## src/rtl/aigsh_pkg.sv

```systemverilog
`default_nettype none
package aigsh_pkg;

    // Table geometry defaults
    localparam int BucketsDefault = 1021;
    localparam int NodesDefault   = 1024;

    // Fixed field widths
    localparam int ID_W   = 10;
    localparam int KEY_W  = 23;
    localparam int HASH_W = 23;
    localparam int CNT_W  = 11;

    // Hash multipliers and mixing constants
    localparam int HASH_X  = 1699;
    localparam int HASH_L  = 7937;
    localparam int HASH_R  = 2971;
    localparam int HASH_LI = 911;
    localparam int HASH_RI = 353;

    // Cycles from a stable key to a valid bucket index
    localparam int HASH_LAT = 4;

    typedef enum logic [1:0] {
        ACT_LOOKUP = 2'd0,
        ACT_INSERT = 2'd1,
        ACT_DELETE = 2'd2,
        ACT_NONE   = 2'd3
    } t_action;

    typedef enum logic [2:0] {
        ST_OK         = 3'd0,
        ST_MISS       = 3'd1,
        ST_DUP_KEY    = 3'd2,
        ST_ID_PRESENT = 3'd3,
        ST_BAD_ORDER  = 3'd4
    } t_status;

    typedef enum logic [3:0] {
        S_CLEAR,
        S_IDLE,
        S_RDID,
        S_CHK,
        S_HASH,
        S_RDH,
        S_HEAD,
        S_WALK,
        S_APP1,
        S_APP2,
        S_DELLINK,
        S_DELFIN,
        S_DONE
    } t_state;

    // Commands from controller to datapath
    typedef struct packed {
        logic    clr;
        logic    latch;
        logic    key_stored;
        logic    walk_head;
        logic    walk_next;
        logic    wr_head_id;
        logic    wr_head_del;
        logic    wr_next_tail;
        logic    wr_next_del;
        logic    app_fin;
        logic    del_fin;
        logic    set_res;
        t_status res;
        logic    res_match;
        logic    load_out;
    } t_dp_cmd;

    // Status from datapath to controller
    typedef struct packed {
        t_action action;
        logic    bad_order;
        logic    id_oob;
        logic    ref_miss;
        logic    present;
        logic    head_end;
        logic    head_tgt;
        logic    next_end;
        logic    next_tgt;
        logic    key_match;
        logic    clr_last;
    } t_dp_stat;

    function automatic logic [KEY_W-1:0] make_key(
        input logic            x,
        input logic [ID_W-1:0] l,
        input logic            li,
        input logic [ID_W-1:0] r,
        input logic            ri
    );
        make_key = {x, l, li, r, ri};
    endfunction

endpackage
`default_nettype wire

```

## src/rtl/aigsh_ctrl.sv

```systemverilog
`default_nettype none
module aigsh_ctrl (
    input  wire logic                i_clk,
    input  wire logic                i_rst_n,
    input  wire logic                i_valid,
    output logic                     o_stall,
    output logic                     o_valid,
    input  wire logic                i_stall,
    input  wire aigsh_pkg::t_dp_stat i_stat,
    output aigsh_pkg::t_dp_cmd       o_cmd
);
    import aigsh_pkg::*;

    t_state     r_state;
    t_state     n_state;
    logic [1:0] r_cnt;
    logic [1:0] n_cnt;
    logic       r_ovalid;
    logic       n_ovalid;
    logic       out_free;

    assign out_free = ~r_ovalid | ~i_stall;

    always_ff @(posedge i_clk) begin
        if (!i_rst_n) begin
            r_state  <= S_CLEAR;
            r_cnt    <= '0;
            r_ovalid <= 1'b0;
        end else begin
            r_state  <= n_state;
            r_cnt    <= n_cnt;
            r_ovalid <= n_ovalid;
        end
    end

    // Next state and commands
    always_comb begin
        n_state  = r_state;
        n_cnt    = r_cnt;
        o_cmd    = '0;
        o_cmd.res = ST_MISS;
        n_ovalid = r_ovalid & i_stall;
        case (r_state)
            S_CLEAR: begin
                o_cmd.clr = 1'b1;
                if (i_stat.clr_last) begin
                    n_state = S_IDLE;
                end
            end
            S_IDLE: begin
                if (i_valid) begin
                    o_cmd.latch = 1'b1;
                    n_state     = S_RDID;
                end
            end
            S_RDID: begin
                n_state = S_CHK;
            end
            S_CHK: begin
                n_cnt   = '0;
                n_state = S_DONE;
                o_cmd.set_res = 1'b1;
                case (i_stat.action)
                    ACT_LOOKUP: begin
                        if (i_stat.bad_order) begin
                            o_cmd.res = ST_BAD_ORDER;
                        end else if (!i_stat.ref_miss) begin
                            o_cmd.set_res = 1'b0;
                            n_state       = S_HASH;
                        end
                    end
                    ACT_INSERT: begin
                        if (i_stat.bad_order) begin
                            o_cmd.res = ST_BAD_ORDER;
                        end else if (i_stat.id_oob || i_stat.present) begin
                            o_cmd.res = ST_ID_PRESENT;
                        end else begin
                            o_cmd.set_res = 1'b0;
                            n_state       = S_HASH;
                        end
                    end
                    ACT_DELETE: begin
                        if (!i_stat.id_oob && i_stat.present) begin
                            o_cmd.set_res    = 1'b0;
                            o_cmd.key_stored = 1'b1;
                            n_state          = S_HASH;
                        end
                    end
                    default: begin
                        o_cmd.res = ST_MISS;
                    end
                endcase
            end
            S_HASH: begin
                if (r_cnt == 2'(HASH_LAT - 1)) begin
                    n_state = S_RDH;
                end else begin
                    n_cnt = r_cnt + 2'd1;
                end
            end
            S_RDH: begin
                n_state = S_HEAD;
            end
            S_HEAD: begin
                case (i_stat.action)
                    ACT_LOOKUP: begin
                        if (i_stat.head_end) begin
                            o_cmd.set_res = 1'b1;
                            n_state       = S_DONE;
                        end else begin
                            o_cmd.walk_head = 1'b1;
                            n_state         = S_WALK;
                        end
                    end
                    ACT_INSERT: begin
                        if (i_stat.head_end) begin
                            o_cmd.wr_head_id = 1'b1;
                            n_state          = S_APP2;
                        end else begin
                            o_cmd.walk_head = 1'b1;
                            n_state         = S_WALK;
                        end
                    end
                    default: begin
                        if (i_stat.head_tgt) begin
                            o_cmd.wr_head_del = 1'b1;
                            n_state           = S_DELFIN;
                        end else if (i_stat.head_end) begin
                            n_state = S_DELFIN;
                        end else begin
                            o_cmd.walk_head = 1'b1;
                            n_state         = S_WALK;
                        end
                    end
                endcase
            end
            S_WALK: begin
                case (i_stat.action)
                    ACT_LOOKUP: begin
                        if (i_stat.key_match) begin
                            o_cmd.set_res   = 1'b1;
                            o_cmd.res       = ST_OK;
                            o_cmd.res_match = 1'b1;
                            n_state         = S_DONE;
                        end else if (i_stat.next_end) begin
                            o_cmd.set_res = 1'b1;
                            n_state       = S_DONE;
                        end else begin
                            o_cmd.walk_next = 1'b1;
                        end
                    end
                    ACT_INSERT: begin
                        if (i_stat.key_match) begin
                            o_cmd.set_res = 1'b1;
                            o_cmd.res     = ST_DUP_KEY;
                            n_state       = S_DONE;
                        end else if (i_stat.next_end) begin
                            n_state = S_APP1;
                        end else begin
                            o_cmd.walk_next = 1'b1;
                        end
                    end
                    default: begin
                        if (i_stat.next_tgt) begin
                            n_state = S_DELLINK;
                        end else if (i_stat.next_end) begin
                            n_state = S_DELFIN;
                        end else begin
                            o_cmd.walk_next = 1'b1;
                        end
                    end
                endcase
            end
            S_APP1: begin
                o_cmd.wr_next_tail = 1'b1;
                n_state            = S_APP2;
            end
            S_APP2: begin
                o_cmd.app_fin = 1'b1;
                o_cmd.set_res = 1'b1;
                o_cmd.res     = ST_OK;
                n_state       = S_DONE;
            end
            S_DELLINK: begin
                o_cmd.wr_next_del = 1'b1;
                n_state           = S_DELFIN;
            end
            S_DELFIN: begin
                o_cmd.del_fin = 1'b1;
                o_cmd.set_res = 1'b1;
                o_cmd.res     = ST_OK;
                n_state       = S_DONE;
            end
            S_DONE: begin
                // Hand the result over once the output register frees up
                if (out_free) begin
                    o_cmd.load_out = 1'b1;
                    n_ovalid       = 1'b1;
                    n_state        = S_IDLE;
                end
            end
            default: begin
                n_state = S_IDLE;
            end
        endcase
    end

    assign o_stall = (r_state != S_IDLE);
    assign o_valid = r_ovalid;

endmodule
`default_nettype wire

```

## config.mk

```make
export PLATFORM = sky130hd
export DESIGN_NAME = aigsh_ctrl
export DESIGN_NICKNAME = d
export VERILOG_FILES = /design/src/rtl/aigsh_pkg.sv /design/src/rtl/aigsh_ctrl.sv
export SDC_FILE = /design/constraint.sdc
export NUM_CORES = 1
export LEC_CHECK = 0
export BUFFER_PORTS_ARGS = -buffer_cell sky130_fd_sc_hd__buf_2
export CAP_MARGIN = 25
export CORE_UTILIZATION = 45
export DETAILED_ROUTE_END_ITERATION = 7
export PLACE_DENSITY = 0.86
export SKIP_LAST_GASP = 1
export SLEW_MARGIN = 20
export SYNTH_ARGS = -nofsm -noshare
export SYNTH_HDL_FRONTEND = slang
export SYNTH_SLANG_ARGS = --single-unit
```

## constraint.sdc

```tcl
create_clock -name i_clk -period 1.85 [get_ports i_clk]
set_input_delay 0.2775 -clock i_clk [delete_from_list [all_inputs] [get_ports i_clk]]
set_output_delay 0.2775 -clock i_clk [all_outputs]
set_load 0.05 [all_outputs]
```

Word-level counts from Yosys, hierarchy flattened:

Index checks and enable logic that the tools add are counted.
W data, S select, Z words.

* output and inout bits: 19
* register bits after elaboration: 7
* memory bits (read-only): 0
* memory bits (writable): 0
* latch bits: 0
* memories kept: 0
* bits of input ports: 16
* word-level logic and storage cells: 115

* bitwise gates (word level): 4
* divide/modulo/power cells: 0
* mux-type cells: 73
* equal/unequal tests: 24
* magnitude comparators: 0
* multiply operators: 0
* add/sub/neg operators: 1
* reduce and logical (&&, ||, !) cells: 10
* shift-type cells: 0

Operators by type and width (number)
* $mux W4: 20
* $pmux W4 S12: 1
* $mux W1: 37
* $pmux W4 S2: 3
* $eq A4 B4 Y1 const B: 5
* $eq A4 B3 Y1 const B: 4
* $pmux W4 S3: 1
* $ne A2 B2 Y1 const B: 5
* $pmux W3 S3: 1
* $eq A4 B2 Y1 const B: 2
* $mux W2: 4
* $ne A4 B4 Y1 const B: 2
* $reduce_and A7 Y1: 1
* $mux W3: 2
* $pmux W3 S2: 1
* $ne A5 B3 Y1 const B: 1
* $eq A2 B2 Y1 const B: 2
* $eq A4 B1 Y1 const B: 1
* $logic_not A4 Y1: 1
* $ne A4 B1 Y1 const B: 1
* $pmux W1 S4: 1
* $pmux W2 S2: 1
* $reduce_or A2 Y1: 2
* $pmux W1 S3: 1
* other kinds (11): 12

Longest topological paths before layout:

* depth after elaboration: 5
* depth in mapped cells: 7
* mapped depth without buffers: 5

Worst setup path after synthesis:

OpenSTA, ideal clock, no wires.

* kind: register to output
* start point: reg r_state[0]
* end point: out o_cmd[5] (netlist name)
* data required time: 1572 ps
* path slack: -550 ps
* arrival: 2123 ps
* path buffers: 1
* cell stages (with the launch flop): 7
* path through: dfxtp_1 buf_4 nand2b_1 nor2_1 a22oi_1 o21a_1 o21ai_0

RTL lines
* from (decl): line aigsh_ctrl.sv:14 `t_state r_state;`
* from (signal assigned): line aigsh_ctrl.sv:30 `r_state <= n_state;`
* to (decl): line aigsh_ctrl.sv:10 `output aigsh_pkg::t_dp_cmd o_cmd`

==> metrics.md <==
| Metric | Value |
|---|---|
| Mapped Area | 742 µm² |
| Tot GR Track Use | 0.273 |
| Synth cell types | 37 |
| Mapped Cells | about 110 |
| Worst Path Max Fanout | 10 |
| Most common library cells after synthesis | 20 x nor2_1, 14 x nand2_1, 9 x o21ai_0, 7 x a21oi_1, 7 x dfxtp_1 |
| Critical path class | reg2out |
| Core box area | around 0.0015 mm² |
| RSZ-0062 raised after global routing | true |
| Max incr delay on CP | 0.41 ns |
| EDFF count, synth | 0 |
| Peak Freq | approximately 550 MHz |
| Die width | 42.6 µm |
| CTS H-tree lvls | 1 |
| Vias in the first global route | 899 |
| Ant diodes | 0 |
| Max-Cap Viols | 0 |
| Clock Sinks | 7 |
| Setup Skew | roughly 0.0045 ns |
| # rows | 14 |
| TritonCTS clock tree | done |
| Fraction of registers with async set/reset | 0 |
| Dominant cell type by area after synthesis | dfxtp_1 |
| Io pins | 35 |
| Clk buf depth | 2 |
| Chip Height | between 40 and 50 µm |
| Final hold viol count | 0 |
| GP Congestion | roughly 0.94 |
| Fin crit period | between 1.5 and 2 ns |
| GRT Residual Overflow | 0 |
| XOR/XNOR Fraction of Synth Area | 0 |
| Max-slew violations | 0 |
| Setup slack after layout | around 0.039 ns |
| Final wirelength | between 2000 and 2500 µm |
| Mux cell area share after synthesis | 0.0422 |
| Synth Area per Inst | 6.68 µm² |
| Drt wl/cell | ~14 µm |
| Slew @ Worst Pin | around 0.32 ns |
| Worst vdd ir | 0.000447 V |
| Fraction of layout cells with a size suffix above 1 | 0.455 |
| Simple-Gate Fraction of Synth Area | 0.428 |
| Rel. slew slack | 0.787 |
| Critical-path cell list | inv_1 -> nor2_2 -> a21oi_1 -> o22ai_1 -> nand2_1 -> buf_2 |
| Port-buffer cells | 34 |
| R2R Setup Slk | ~0.35 ns |
| Clock transition at path regs | roughly 0.05 ns |
| Sequential area share after synthesis | 0.189 |
| First-pass GRT wire length | 3800 µm |
| WHS | roughly 0.31 ns |
| Crit path capture type | primary output |
| Ranking of synthesized cells by area | dfxtp_1 19%, nor2_1 10%, nand2_1 7.1% |
| Nets | roughly 170 |
| Crit start category | register |
| Worst min path class | in2reg |
| Die area | roughly 0.0018 mm² |
| Status | complete, no violations |
| Leak | between 0.4 and 0.5 nW |
| Kind of cell adding the most delay to the critical path | flip-flops |
| Iter 0 DRT Violations | 43 |
| ANT nets after route | 0 |
| Area fraction in compound gates after synthesis | 0.248 |
| Drt pass-1 iters | 4 |
| Critical path required time | between 1.5 and 2 ns |
| Prevailing post-synth register cell | dfxtp_1 |
| # DRC | 0 |
| Synth Area in Adders | 0.0169 |
| Syn-to-layout area delta | 48.6% |
| CTS buffer count | 3 |
| Initial core utilization | 0.487 |
| Synth top area share | 0.189 |
| Largest family of logic cells by synthesized area | simple AND/OR/NAND/NOR gates |
| Yosys reg bits | 7 |
| Clock latency on the worst-skew pair | approximately 0.26 ns |
| Final setup fails | 0 |
| Largest net degree at the start of global routing | 13 |
| CP Buf/Inv Count | 2 |
| Post-DP HPWL | roughly 1800 µm |
| Period utilization | 0.979 |
| Routed vias | about 1000 |
| DP Worst Slack | approximately 0.11 ns |
| Most common cell in the netlist | nor2_1 |
| Mean number of vias per cell | 5.87 |
| Initial antenna violation count | 0 |
| Synth warnings | 0 |
| Worst EP arrival | approximately 1.5 ns |
| Synth Net Count | 128 |
| Slowest-stage cell, CP | dfxtp_4 |
| PwrDens | 511 mW/mm² |
| CTS Root Cell | clkbuf_4 |
==> layout by cell type, fill, tap and decap left out, types with 4 or more instances in the layout <==
master    instances
a21oi_1           7
and2_1            4
buf_2            30
buf_4            14
clkbuf_4          4
dfxtp_1           5
inv_1             4
nand2_1          14
nor2_1           15
nor2_2            4
o21ai_0           8
==> cell families after synthesis <==
logic type | after synthesis
AND/OR/NAND/NOR | 60
AO/OA/AOI/OAI | 29
buffers and inverters | 11
flip-flops | 7
multiplexers | 3
adder cells (fa/ha/maj) | 1
==> metal layers <==
layer | GRT usage | routed length [µm] | up-vias
met1 | 0.354 | 1010 | 449
met2 | 0.418 | 1210 | 62
met5 | 0 | 0 | -
li1 | - | - | 490
met3 | 0.0905 | 197 | 8
met4 | 0.100 | 51 | 0
==> report_power, final <==
part | total [mW] | internal (mW) | switching [mW]
clock | 0.140 | 0.0824 | 0.0575
sequential | 0.175 | 0.160 | 0.0155
combinational | 0.249 | 0.0858 | 0.163
total | 0.564 | 0.328 | 0.236
==> worst register-to-register path, stage by stage (launching register included) <==
cell,delay [ns]
dfxtp_1,0.39
buf_4,0.19
inv_1,0.12
a211oi_1,0.23
a31oi_1,0.08
a2111oi_1,0.38
==> per-stage QoR <==
stage                      util  setup TNS [ns]  cells  instance area (µm²)  power [mW]
final                     0.723               0    172                 1100       0.564
after CTS                 0.689               0    170                 1050       0.547
after floorplan               -          -0.173    111                  778       0.337
after detailed placement  0.665               0    166                 1010       0.404
after global placement    0.665               0    166                 1010       0.400
after global routing      0.723          -0.107    172                 1100       0.599
==> worst paths after layout <==
kind,from,cells past startpoint,endpoint
worst max-delay path,r_state[1],6,o_cmd[2]
worst min-delay path,i_rst_n,2,r_cnt[0]
worst max register to register,r_state[0],5,r_state[3]
worst min register to register,r_cnt[0],2,r_cnt[0]
==> state kept, by name, summed over array words and instances, names as in the netlist <==
signal	count
r_state	4
r_cnt	2
o_valid	1
==> cell type report <==
cell class	count	area, µm²
tap	16	20.0
inverter	5	18.8
multi-input combinational	93	607
fill	129	422
clock buffer	4	26.3
timing repair buffer	47	285
sequential	7	145
==> repair_timing <==
action                                  4_1_cts  5_1_grt
setup buffers                                 0        2
gates resized for setup                       5       12
endpoints found under the setup margin        8        8
hold buffers                                  0        0
Power figures use the tool's default switching activity.
